File: config.mk
export PLATFORM = sky130hd
export DESIGN_NAME = fpn_perm_ram
export DESIGN_NICKNAME = d
export VERILOG_FILES = /design/src/hw/rtl/fpn_pkg.sv /design/src/hw/rtl/fpn_perm_ram.sv
export SDC_FILE = /design/constraint.sdc
export NUM_CORES = 2
export LEC_CHECK = 0
export ABC_AREA = 0
export BUFFER_PORTS_ARGS = -buffer_cell sky130_fd_sc_hd__buf_2
export CORE_UTILIZATION = 60
export CTS_CLUSTER_SIZE = 16
export DETAILED_ROUTE_END_ITERATION = 12
export PLACE_DENSITY = 0.83
export SETUP_SLACK_MARGIN = 0.02
export SYNTH_ARGS = -nofsm -noshare
export SYNTH_HDL_FRONTEND = slang
export SYNTH_SLANG_ARGS = --single-unit
File: constraint.sdc
create_clock -name clock -period 5.6 [get_ports clock]
set_input_delay 0.84 -clock clock [delete_from_list [all_inputs] [get_ports clock]]
set_output_delay 0.84 -clock clock [all_outputs]
set_load 0.005 [all_outputs]
File: src/hw/rtl/fpn_pkg.sv
// Shared types, constants and the gradient function for the fractal Perlin noise pixel block.
// No dependencies; every other file imports this package.
`timescale 1ns / 1ps

package fpn_pkg;

   localparam int CSR_IDX_W  = 2;
   localparam int CSR_DATA_W = 25;
   localparam logic [CSR_IDX_W-1:0] CSR_SCALE_STEP   = 2'd0;
   localparam logic [CSR_IDX_W-1:0] CSR_OCTAVE_COUNT = 2'd1;
   localparam logic [CSR_IDX_W-1:0] CSR_PERSISTENCE  = 2'd2;

   localparam logic [24:0] SCALE_RESET  = 25'd1677722;
   localparam logic [3:0]  OCTAVE_RESET = 4'd4;
   localparam logic [15:0] PERS_RESET   = 16'd3072;

   localparam logic OP_SAMPLE = 1'b0;
   localparam logic OP_LOAD   = 1'b1;

   // operand and product widths of the shared multiplier
   localparam int MUL_A_W = 38;
   localparam int MUL_B_W = 29;
   localparam int PROD_W  = MUL_A_W + MUL_B_W;

   localparam int AMP_W    = 37;
   localparam int TOTAL_W  = 56;
   localparam int MAXSUM_W = 52;
   localparam int DVD_W    = 64;
   localparam int DVS_W    = MAXSUM_W + 1;
   localparam int DIV_STEPS = 9;

   localparam logic [AMP_W-1:0] AMP_ONE = 37'd4096;
   localparam logic [AMP_W-1:0] AMP_CAP = 37'h10_0000_0000;

   typedef enum logic [4:0] {
      ST_IDLE,
      ST_P0, ST_P1, ST_P2,
      ST_A, ST_B, ST_C, ST_D, ST_E, ST_F, ST_G, ST_H, ST_I, ST_J, ST_K, ST_L,
      ST_FIN, ST_DIV, ST_DIVW, ST_OUT
   } fpn_state_type;

   // eight gradients: +-u +-2v, with u/v swapped for hash values 4..7
   function automatic logic signed [27:0] fpn_grad(input logic [2:0] h,
                                                    input logic signed [25:0] x,
                                                    input logic signed [25:0] y);
      logic signed [27:0] u;
      logic signed [27:0] v;
      logic signed [27:0] su;
      logic signed [27:0] sv;
      u  = h[2] ? 28'(y) : 28'(x);
      v  = h[2] ? 28'(x) : 28'(y);
      su = h[0] ? -u : u;
      sv = h[1] ? -(v <<< 1) : (v <<< 1);
      return su + sv;
   endfunction

endpackage

File: src/hw/rtl/fpn_perm_ram.sv
// Permutation table memory: one write port, one read port with registered data.
// Uses fpn_pkg for house conventions only.
`timescale 1ns / 1ps

module fpn_perm_ram #(
   parameter int DEPTH = 256,
   parameter int AW    = 8
) (
   input  logic          clock,
   input  logic          wr_en,
   input  logic [AW-1:0] wr_addr,
   input  logic [7:0]    wr_data,
   input  logic [AW-1:0] rd_addr,
   output logic [7:0]    rd_data
);
   import fpn_pkg::*;

   logic [7:0] mem [DEPTH];
   logic [7:0] rd_data_ff;

   always_ff @(posedge clock) begin
      if (wr_en) begin
         mem[wr_addr] <= wr_data;
      end
      rd_data_ff <= mem[rd_addr];
   end

   assign rd_data = rd_data_ff;

endmodule

After elaboration in Yosys (flattened, before gate mapping)
Memory sizes are Yosys's and may differ from the RTL's. A register that Yosys moved wholly into a read port is not among the register bits.
Index checks and enable logic that the tools add are counted.
{"block": "op_classes", "addsub": 0, "mul": 0, "n_div": 0, "magnitude_cmp": 0, "n_eq_ne": 0, "shift": 0, "mux": 2, "bitwise_logic": 0, "n_reduce_logical": 0}
{"operator": "two-way mux 1 bit", "count": 2}
{"block": "totals", "regBits": 0, "latchBits": 0, "ram_bits": 2048, "mem_bits_ro": 0, "in_bits": 26, "output_inout_bits": 8, "n_memories": 1}
{"name": "mem", "words": 256, "word_bits": 8, "read_ports": 1, "rd_clocked_by_memory_dff": 1, "write_ports": 1, "line": "fpn_perm_ram.sv:18", "rtl": "logic [7:0] mem [DEPTH];"}

Longest topological paths before layout
{"block": "logic_depth", "ltp_word": 2, "mapped_depth": 11, "mapped_depth_nobuf": 6}

Worst setup path before layout
OpenSTA, ideal clock, no wires.
{"block": "synth_path", "path_type": "input port to flip-flop", "startpoint": "input rd_addr[0]", "endpoint": "register rd_data_ff[2] (netlist: rd_data[2]), read port of mem", "setup_time_ps": 131, "arrival_time_ps": 2647, "t_required_ps": 5469, "path_slack_ps": 2822, "path_stages": 9, "n_path_buf": 4, "path_cell_list": "buf_6 buf_12 buf_8 buf_2 mux4_2 a22oi_1 a21oi_1 nor4_1 nor4_2"}
{"element": "start, declared", "line": "fpn_perm_ram.sv:13", "rtl": "input logic [AW-1:0] rd_addr,"}
{"element": "end, declared", "line": "fpn_perm_ram.sv:19", "rtl": "logic [7:0] rd_data_ff;"}

==> flow_summary.toml <==
[clock_network]
cts_tree = "yes"
clockBufferDepth = 3
numCtsBuffers = 189
ctsResizeCount = 0
postCtsSetupBuffers = 0
clk_latency_ps = 840
path_clk_slew_ps = 60
clock_sinks = 2056
htreeDepth = 4
cts_hold_buf = 0
cts_root_buf = "clkbuf_16"

[placement]
dpl.cell_count = 5386
place_ws_ps = 1196
port_buffers = 33
routabilityCongestion = 0.8638
dp_hpwl_um = 114600

[drt]
drc = 0
drt-vias-per-instance = 7.213
ant_nets = 0
wl_per_cell_um = 35.67
wirelength_um = 204700
num_vias = 41380
drtIter0Drc = 7361
dr.pass1.iters = 7

[timing]
rsz0062_at_grt = "no"
timing.hold.ws_ps = 420.5
fin_skew_ps = 37.87
finalHoldViolations = 0
worst_slew_pin_slew_ps = 1410
period_needed_ps = 3749
worst_slack_ps = 1851
finalMaxSlewViolations = 0
fin_tns_setup_ps = 0
relSlewSlack = 0.05134
fmax_mhz = 266.7
setup_viol = 0
fin_crit_sh = 0.6695

[pwr]
p_sw_w = 0.006753
ir_drop_v = 0.0003499
pwr-share-comb = 0.049
internal_power_w = 0.02444
pwr-share-clk = 0.406
seqPwrFrac = 0.545
total_leakage_power_nw = 26.93
power_density_nw_per_um2 = 356.2
sw_frac_of_total = 0.2165

[floorplan]
start_util = 0.6052
die_area_um2 = 134100
row_count = 133
die_height_um = 366.1
fp.coreArea_um2 = 131500
io-pin-count = 34
die_w_um = 366.1

[synthesis]
synth_enable_flop_cells = 2048
syn_area_per_cell_um2 = 21.31
async_flop_share = 0
yosys.area.top_type_share = 0.7730
syn_nets = 3759
yosysWarnings = 0
ys.flop_type = "edfxtp_1"
synth_seq_cells = 2056
ys_seq_area_frac = 0.7750
yosysTopAreaCell = "edfxtp_1"
synth.distinct_cells = 55
syn_area_um2 = 79560
synthCells = 3733
ys_top_cells_by_area = "edfxtp_1 77%, mux4_2 13%, mux2i_1 1.7%"

[global_route]
first_global_vias = 41330
grt_max_degree = 226
track_usage = 0.3061
grt_pass1_wl_um = 293100
antenna_found_initial = 12
overflow = 0

[min_path]
hold_class = "in2reg"

[final_layout]
nets = 3848
fillerInstances = 7595
area_delta_synth_final_pct = 10.07
drive_gt1_frac = 0.2199
final_core_util = 0.6661
finalNonFillerCells = 5737

[critical_path]
worstPathBufferInverterCount = 2
cpMostUsedCell = "nor4_1"
path_class = "in2reg"
startpoint_type = "primary input"
required_ps = 6230
arrival_ps = 4380
crit_path_max_incr_delay_ps = 1120
worstPathCellList = "buf_8, buf_4, mux4_2, a22oi_1, a21oi_1, nor4_1, nor4_1"
crit_fanout = 56
cp_top_family = "simple AND/OR/NAND/NOR gates"
end_kind = "flip-flop"
slowest_stage = "nor4_1"

[flow_run]
cap_violations = 0

[run_status]
outcome = "finished, final reports clean"
## path summary, 6_finish.rpt
check / slack, ps / cells after the start / from / end
setup / recovery: 1850 / 7 / rd_addr[0] / rd_data[3]$_DFF_P_
hold / removal: 420 / 1 / wr_data[0] / mem[77][0]$_DFFE_PP_
setup reg to reg: 2630 / 5 / mem[146][3]$_DFFE_PP_ / rd_data[3]$_DFF_P_
hold reg to reg: 1040 / 6 / mem[33][5]$_DFFE_PP_ / rd_data[5]$_DFF_P_
## cell type report
type | count | area (µm²) | area share
clock inverters | 110 | 963.4 | 0.01100
flip-flops and latches | 2056 | 61660 | 0.7041
repair buffers | 131 | 1231 | 0.01406
inverters | 2 | 7.507 | 0.00008573
multi-input cells | 1442 | 16480 | 0.1882
clock buffers | 234 | 5012 | 0.05724
well taps | 1755 | 2196 | 0.02508
diodes | 7 | 17.52 | 0.0002000
## cell families (layout without fill, tap and decap cells)
logic type | Yosys count | in the layout | share of synthesized area
buffers and inverters | 235 | 477 | 0.01831
AO/OA/AOI/OAI | 385 | 385 | 0.03419
flip-flops | 2056 | 2056 | 0.7750
AND/OR/NAND/NOR | 466 | 466 | 0.02628
multiplexers | 591 | 591 | 0.1462
other | 0 | 7 | 0
## state kept, by name, summed over array words and instances, names as in the netlist
register / cells
mem: 2048
rd_data: 8
## cells in the mapped netlist, drive strengths merged, types with 2 or more instances
cell / instances
a2111oi: 5
a211oi: 16
a21oi: 96
a221oi: 14
a22o: 8
a22oi: 133
a311oi: 2
a31oi: 2
and2: 6
and3b: 2
buf: 122
clkbuf: 111
dfxtp: 8
edfxtp: 2048
mux2i: 134
mux4: 456
nand2: 33
nand2b: 8
nand3: 34
nand3b: 2
nand4: 10
nor2: 282
nor2b: 31
nor3: 22
nor4: 27
o211ai: 10
o21ai: 12
o221ai: 47
o22a: 5
o22ai: 28
o32ai: 5
or2: 4
## stage by stage
stage / area [µm²] / power [W]
after floorplan: 79560 / 0.01813
after global placement: 81580 / 0.01874
after global routing: 87560 / 0.03172
after detailed placement: 81580 / 0.01879
after CTS: 87550 / 0.03113
final: 87570 / 0.03119
## routing by layer
layer,share of wire,GRT usage,vias to the layer above,wire length (µm)
li1,-,-,15840,-
met1,0.33,0.4088,21030,68390
met2,0.48,0.4801,3778,97720
met3,0.14,0.07860,718,27950
met4,0.051,0.1400,12,10520
met5,0.00040,0,-,82
## cell usage in the layout, fill, tap and decap left out, drive strengths merged, types with 14 or more instances in the layout
cell type,n
edfxtp,2048
mux4,456
nor2,282
clkbuf,242
mux2i,134
a22oi,133
buf,123
a21oi,96
clkinv,86
o221ai,47
nand3,34
nand2,33
nor2b,31
o22ai,28
nor4,27
nor3,22
a211oi,16
a221oi,14
## power by group through the flow
stage	Sequential (W)	Combinational [W]	Clock [W]
after floorplan	0.0173	0.000824	0
after global placement	0.0173	0.00142	0
after detailed placement	0.0173	0.00146	0
after CTS	0.0170	0.00149	0.0126
after global routing	0.0170	0.00156	0.0132
final	0.0170	0.00153	0.0127
(Power assumes the default switching activity.)
