===== src/hw/rtl/fpn_pkg.sv =====
// Shared types, constants and the gradient function for the fractal Perlin noise pixel block.
// No dependencies; every other file imports this package.
`timescale 1ns / 1ps

package fpn_pkg;

   localparam int CSR_IDX_W  = 2;
   localparam int CSR_DATA_W = 25;
   localparam logic [CSR_IDX_W-1:0] CSR_SCALE_STEP   = 2'd0;
   localparam logic [CSR_IDX_W-1:0] CSR_OCTAVE_COUNT = 2'd1;
   localparam logic [CSR_IDX_W-1:0] CSR_PERSISTENCE  = 2'd2;

   localparam logic [24:0] SCALE_RESET  = 25'd1677722;
   localparam logic [3:0]  OCTAVE_RESET = 4'd4;
   localparam logic [15:0] PERS_RESET   = 16'd3072;

   localparam logic OP_SAMPLE = 1'b0;
   localparam logic OP_LOAD   = 1'b1;

   // operand and product widths of the shared multiplier
   localparam int MUL_A_W = 38;
   localparam int MUL_B_W = 29;
   localparam int PROD_W  = MUL_A_W + MUL_B_W;

   localparam int AMP_W    = 37;
   localparam int TOTAL_W  = 56;
   localparam int MAXSUM_W = 52;
   localparam int DVD_W    = 64;
   localparam int DVS_W    = MAXSUM_W + 1;
   localparam int DIV_STEPS = 9;

   localparam logic [AMP_W-1:0] AMP_ONE = 37'd4096;
   localparam logic [AMP_W-1:0] AMP_CAP = 37'h10_0000_0000;

   typedef enum logic [4:0] {
      ST_IDLE,
      ST_P0, ST_P1, ST_P2,
      ST_A, ST_B, ST_C, ST_D, ST_E, ST_F, ST_G, ST_H, ST_I, ST_J, ST_K, ST_L,
      ST_FIN, ST_DIV, ST_DIVW, ST_OUT
   } fpn_state_type;

   // eight gradients: +-u +-2v, with u/v swapped for hash values 4..7
   function automatic logic signed [27:0] fpn_grad(input logic [2:0] h,
                                                    input logic signed [25:0] x,
                                                    input logic signed [25:0] y);
      logic signed [27:0] u;
      logic signed [27:0] v;
      logic signed [27:0] su;
      logic signed [27:0] sv;
      u  = h[2] ? 28'(y) : 28'(x);
      v  = h[2] ? 28'(x) : 28'(y);
      su = h[0] ? -u : u;
      sv = h[1] ? -(v <<< 1) : (v <<< 1);
      return su + sv;
   endfunction

endpackage


===== src/hw/rtl/fpn_divider.sv =====
// Restoring divider, one quotient bit per cycle, quotient saturated to 255.
// Depends on fpn_pkg for widths.
`timescale 1ns / 1ps

module fpn_divider (
   input  logic                      clock,
   input  logic                      reset,
   input  logic                      start,
   input  logic [fpn_pkg::DVD_W-1:0] dividend,
   input  logic [fpn_pkg::DVS_W-1:0] divisor,
   output logic                      done,
   output logic [7:0]                quotient
);
   import fpn_pkg::*;

   logic [DVD_W-1:0]   rem_ff;
   logic [DVS_W+7:0]   dsh_ff;
   logic [8:0]         q_ff;
   logic [3:0]         cnt_ff;
   logic               run_ff;
   logic               done_ff;
   logic               take;
   logic [DVD_W-1:0]   dsh_ext;

   assign dsh_ext = DVD_W'(dsh_ff);
   assign take    = rem_ff >= dsh_ext;

   always_ff @(posedge clock) begin
      if (reset) begin
         run_ff  <= 1'b0;
         done_ff <= 1'b0;
      end else begin
         done_ff <= 1'b0;
         if (start) begin
            run_ff <= 1'b1;
         end else if (run_ff && cnt_ff == 4'(DIV_STEPS - 1)) begin
            run_ff  <= 1'b0;
            done_ff <= 1'b1;
         end
      end
   end

   always_ff @(posedge clock) begin
      if (start) begin
         rem_ff <= dividend;
         dsh_ff <= {divisor, 8'b0};
         q_ff   <= '0;
         cnt_ff <= '0;
      end else if (run_ff) begin
         if (take) begin
            rem_ff <= rem_ff - dsh_ext;
         end
         q_ff   <= {q_ff[7:0], take};
         dsh_ff <= dsh_ff >> 1;
         cnt_ff <= cnt_ff + 4'd1;
      end
   end

   assign done     = done_ff;
   assign quotient = q_ff[8] ? 8'hFF : q_ff[7:0];

endmodule


===== config.mk =====
export PLATFORM = sky130hd
export DESIGN_NAME = fpn_divider
export DESIGN_NICKNAME = d
export VERILOG_FILES = /design/src/hw/rtl/fpn_pkg.sv /design/src/hw/rtl/fpn_divider.sv
export SDC_FILE = /design/constraint.sdc
export NUM_CORES = 1
export LEC_CHECK = 0
export BUFFER_PORTS_ARGS = -buffer_cell sky130_fd_sc_hd__buf_4
export CAP_MARGIN = 25
export CORE_MARGIN = 1
export CORE_UTILIZATION = 30
export CTS_BUF_LIST = sky130_fd_sc_hd__clkbuf_16
export DETAILED_ROUTE_END_ITERATION = 10
export GPL_TIMING_DRIVEN = 0
export PLACE_DENSITY = 0.5
export SLEW_MARGIN = 25
export SYNTH_ARGS = -nofsm -noshare
export SYNTH_HDL_FRONTEND = slang
export SYNTH_SLANG_ARGS = --single-unit
export TNS_END_PERCENT = 10

===== constraint.sdc =====
create_clock -name clock -period 5.3 [get_ports clock]
set_input_delay 0 -clock clock [delete_from_list [all_inputs] [get_ports clock]]
set_output_delay 0 -clock clock [all_outputs]
set_load 0.01 [all_outputs]

# --- Word level (Yosys, flattened, before mapping) ---
# Index checks and enable logic that the tools add are counted.
word_totals:
  in_bits: 120
  register_bits: 140
  word_cells: 26
  out_inout_bits: 9
classes:
  order_cmp: 1
  muxes: 9
  eq_ne: 1
  add_sub_neg: 2
  n_reduce_logical: 6
op_table:
  columns: ["op", "n"]
  rows:
  - ["$mux 64", 3]
  - ["$mux 61", 2]
  - ["$ge 64x61->1", 1]
  - ["$sub 64x61->64", 1]
  - ["$mux 8", 1]
  - ["$reduce_bool 2->1", 3]
  - ["$add 4x1->4 const B", 1]
  - ["$eq 4x4->1 const B", 1]
  - ["$mux 1", 3]
  - ["$reduce_and 2->1", 1]
  - ["$reduce_or 2->1", 1]
  - ["$logic_and 1x1->1", 1]

# --- Logic depth before layout (Yosys ltp) ---
logic_depth:
  ltp_word: 4
  ltp_mapped: 14
  ltp_nobuf: 14

# --- Worst setup path before layout ---
# OpenSTA, ideal clock, no wires.
synth_timing:
  path_kind: "register -> register"
  start: "reg rem_ff[0]"
  end: "reg rem_ff[0], enable pin"
  n_path_buf: 0
  period_less_slack_ns: 4.470
  t_required_ns: 4.610
  setup_time_ns: 0.690
  path_stages_with_launch: 15
  arrival_time_ns: 3.780
  slack_ns: 0.830
  path_cell_list: "edfxtp_1 > inv_1 > ha_1 > inv_1 > fa_1 > a21o_1 > a221oi_4 > o221ai_4 > a21oi_2 > o21a_4 > nor3_1 > or2_2 > o211ai_1 > a21o_1 > nand2_1"
synth_between:
  elab_chain_cells: 3
synth_lines:
  columns: ["item", "line", "source"]
  rows:
  - ["start, declared", "fpn_divider.sv:16", "logic [DVD_W-1:0] rem_ff;"]
  - ["start signal, assigned", "fpn_divider.sv:45", "rem_ff <= dividend;"]
  - ["start signal, assigned", "fpn_divider.sv:51", "rem_ff <= rem_ff - dsh_ext;"]
  - ["$ge 64x61->1", "fpn_divider.sv:26", "assign take = rem_ff >= dsh_ext;"]
  - ["$reduce_bool 2->1 (no line)", null, null]
  - ["$reduce_and 2->1 (no line)", null, null]
# No other way between the ends.
# A chain may end at the register's enable or synchronous reset.

# --- Worst setup path in the final report ---
layout_timing:
  start: "reg rem_ff[0]"
  end: "reg rem_ff[39], enable pin"
# Same word-level chain as after synthesis.

==> run summary <==
Lkg Pwr -> 5.24 nW
Fillers -> 3,109
Commonest cells post-synth -> edfxtp_1 (117), nand2_1 (116), o21ai_0 (88)
post-layout min period -> 4150 ps
HPWL after detailed placement -> 19.9 mm
CP max-delay cell -> fa_1
DR vias -> 8,294
Avg Vias per Cell -> 4.94
clock sinks -> 140
HP Class -> input pin to flip-flop
Mapped Cells -> 1,004
RR Endpoint -> rem_ff[39]$_DFFE_PP_
Yosys warnings -> 0
Worst-path clk slew -> 70 ps
Mapped Nets -> 1,188
Total Routing Usage GR -> 17.4%
Initial DRT Pass Iterations -> 7
slowest stage delay, CP -> 400 ps
fin crit share -> 78.3%
clock root cell -> clkbuf_16
gr ovfl total -> 0
pwr/cell area -> 415 nW/um2
layout cells sized above 1 -> 15.4%
synth unique cells -> 66
setup TNS -> 0 ps
Final Cell Area -> 12,600 um2
R2R Setup Slk -> 1150 ps
Power, Total -> 5.25 mW
FP Rows -> 64
Post-Syn Area per Cell -> 9.40 um2
initial antenna violation count -> 0
dominant cells by area after synthesis -> edfxtp_1 (37%), ha_1 (8.4%), dfxtp_1 (4.9%)
DR WL/cell -> 16.3 um
nets@finish -> 1,452
Area after DPL -> 10,900 um2
first-pass GRT wire length -> 43.1 mm
Setup crit end kind -> flip-flop
Synth top area share -> 37.2%
WP data arrival -> 4330 ps
FF+latch count, synth -> 140
cell area after synthesis -> 9440 um2
Top delay family on crit path -> compound AO/OA/AOI/OAI gates
part of the power in combinational logic -> 47.6%
hold_sp -> start
worst slew pin tran -> 1030 ps
Hold Crit Depth -> 2
final setup fails -> 0
P_int -> 3.15 mW
clock latency at the later pin of the worst-skew pair -> 440 ps
Flop pwr share -> 29.8%
status -> complete, no violations
die width -> 179 um
critical path class -> flip-flop to flip-flop
H-tree levels -> 4
Max Freq -> 241 MHz
chip height -> 179 um
Max IR drop VDD -> 0.000264 V
die area -> 32,200 um2
sw frac -> 40.1%
Startpoint Class -> flip-flop
Iteration-0 DRC Markers -> 507
Clock Tree Buf Depth -> 2
global placer's final weighted congestion -> 0.836
Worst Skew -> 12.2 ps
most used flip-flop cell after synthesis -> edfxtp_1
Starting Density -> 30.7%
Core ar. -> 30,700 um2
# port buffers -> 127
final WL -> 27.3 mm
top-count cell post-synth -> edfxtp_1
post-route ant nets -> 0
RSZ-0062 raised after global routing -> false
postcts setup bufs -> 0
vias in the first global route -> 8,165
fin cells -> 1,678
critical path, cell by cell -> inv_1 > ha_1 > inv_1 > fa_1 > a21o_1 > a221oi_4 > o221ai_4 > a21oi_2 > o21a_4 > nor3_1 > or2_2 > o211ai_1 > a21o_1 > nand2_4 > buf_12
placed instance count -> 1,528
Hold EP -> rem_ff[44]$_DFFE_PP_
sequential-to-total area share from yosys stat -> 42.1%
io pins -> 129
Max-Cap Viols -> 0
Crit Reg-Reg Startpoint -> rem_ff[0]$_DFFE_PP_
cell taking the most area after synthesis -> edfxtp_1
worst-path fanout max -> 35
largest net degree at the start of global routing -> 54
worst reg2reg path depth -> 15
CTS Buf Count -> 17
final slew viol count -> 0
crit path buf inv count -> 3
EDFF count, synth -> 117
CTS tree -> done
P&R area growth vs syn -> 34.0%
ys async rst share -> 0%
clock power share -> 22.6%
data required time of the worst path -> 5480 ps
final hold violations -> 0
switching power of the nets -> 2.11 mW
number of remaining DRC errors -> 0
slew margin rel. -> 31.4%
==> sequential cells by signal, indices dropped and copies added (netlist names) <==
| signal | count |
|---|---|
| dsh_ff | 61 |
| done | 1 |
| cnt_ff | 4 |
| q_ff | 9 |
| run_ff | 1 |
| rem_ff | 64 |
==> stage by stage <==
stage / worst slack (ps) / hold slack [ps] / util (%)
after floorplan: 830 / 72.4 / -
after global placement: -683 / 182 / 35.4
after detailed placement: 1110 / 188 / 35.5
after CTS: 1080 / 28.1 / 41.1
after global routing: 888 / 71.7 / 41.1
final: 1150 / 38.2 / 41.1
==> kinds of logic (layout without fill, tap and decap cells) <==
| logic type | count (synthesis) | after routing | synth area share, % |
|---|---|---|---|
| AOI/OAI and AO/OA | 331 | 331 | 23.4 |
| and+or+nand+nor | 268 | 268 | 13.4 |
| DFF | 140 | 140 | 42.1 |
| buffers and inverters | 122 | 399 | 4.97 |
| adders and majority gates | 64 | 64 | 8.56 |
| xor gates and xnor gates | 61 | 61 | 5.66 |
| muxes | 18 | 18 | 1.92 |
| other | 0 | 1 | 0 |
==> final cells by class <==
| cell class | count | area (um2) | share of cell area [%] |
|---|---|---|---|
| inverter | 75 | 282 | 2.23 |
| buffer | 47 | 188 | 1.48 |
| tap | 396 | 495 | 3.92 |
| sequential | 140 | 3970 | 31.4 |
| clock inverter | 15 | 128 | 1.01 |
| clock buffer | 17 | 425 | 3.36 |
| multi-input combinational | 742 | 5010 | 39.6 |
| antenna | 1 | 2.50 | 0.0198 |
| timing repair buffer | 245 | 2140 | 17.0 |
==> power by group through the flow <==
stage	Clock, mW	Combinational, mW	Sequential [mW]
2_1_floorplan	0	1.83	1.56
3_3_place_gp	0	2.40	1.59
3_5_place_dp	0	2.41	1.59
4_1_cts	1.22	2.50	1.57
5_1_grt	1.26	2.79	1.59
6_report	1.19	2.50	1.56
==> metal layers <==
layer / track usage (%) / up-vias / wire [um]
li1: - / 4199 / -
met1: 23.5 / 3909 / 13400
met2: 28.8 / 170 / 12800
met3: 3.04 / 16 / 925
met4: 3.89 / 0 / 231
met5: 0 / - / 0
==> how the worst max path moves through the flow <==
| stage | startpoint | to | cells after the start |
|---|---|---|---|
| floorplan | rem_ff[0]$_DFFE_PP_ | rem_ff[0]$_DFFE_PP_ | 14 |
| global placement | rem_ff[0]$_DFFE_PP_ | rem_ff[37]$_DFFE_PP_ | 14 |
| detailed placement | rem_ff[0]$_DFFE_PP_ | rem_ff[38]$_DFFE_PP_ | 15 |
| CTS | rem_ff[0]$_DFFE_PP_ | rem_ff[41]$_DFFE_PP_ | 15 |
| global route | rem_ff[0]$_DFFE_PP_ | rem_ff[41]$_DFFE_PP_ | 15 |
| finish | rem_ff[0]$_DFFE_PP_ | rem_ff[39]$_DFFE_PP_ | 15 |
==> worst reg2reg max path: stages, from the launching register on <==
cell and delay (ps):
edfxtp_1 360, inv_1 70, ha_1 160, inv_1 50, fa_1 400, a21o_1 220, a221oi_4 370, o221ai_4 220
a21oi_2 280, o21a_4 200, nor3_1 50, or2_2 340, o211ai_1 260, a21o_1 230, nand2_4 340, buf_12 330
==> what timing repair did <==
item / CTS / global route
hold buffers: 117 / 0
gates resized for setup: 0 / 0
hold endpoints to repair: 118 / 0
==> placed cells by master (no fill, tap or decap), drive strengths merged, types with 7 or more instances in the layout <==
cell type	count
inv	84
a31oi	8
a21oi	77
nor2b	9
ha	63
nand4	21
o21a	10
mux2i	17
xnor2	38
o21ai	94
buf	140
o31ai	7
nand3	11
dlygate4sd3	117
nor2	60
clkbuf	52
o21bai	12
or2	11
nor3	12
a22o	52
nand2	116
edfxtp	117
a21o	37
xor2	23
dfxtp	23
Power figures use the tool's default switching activity.
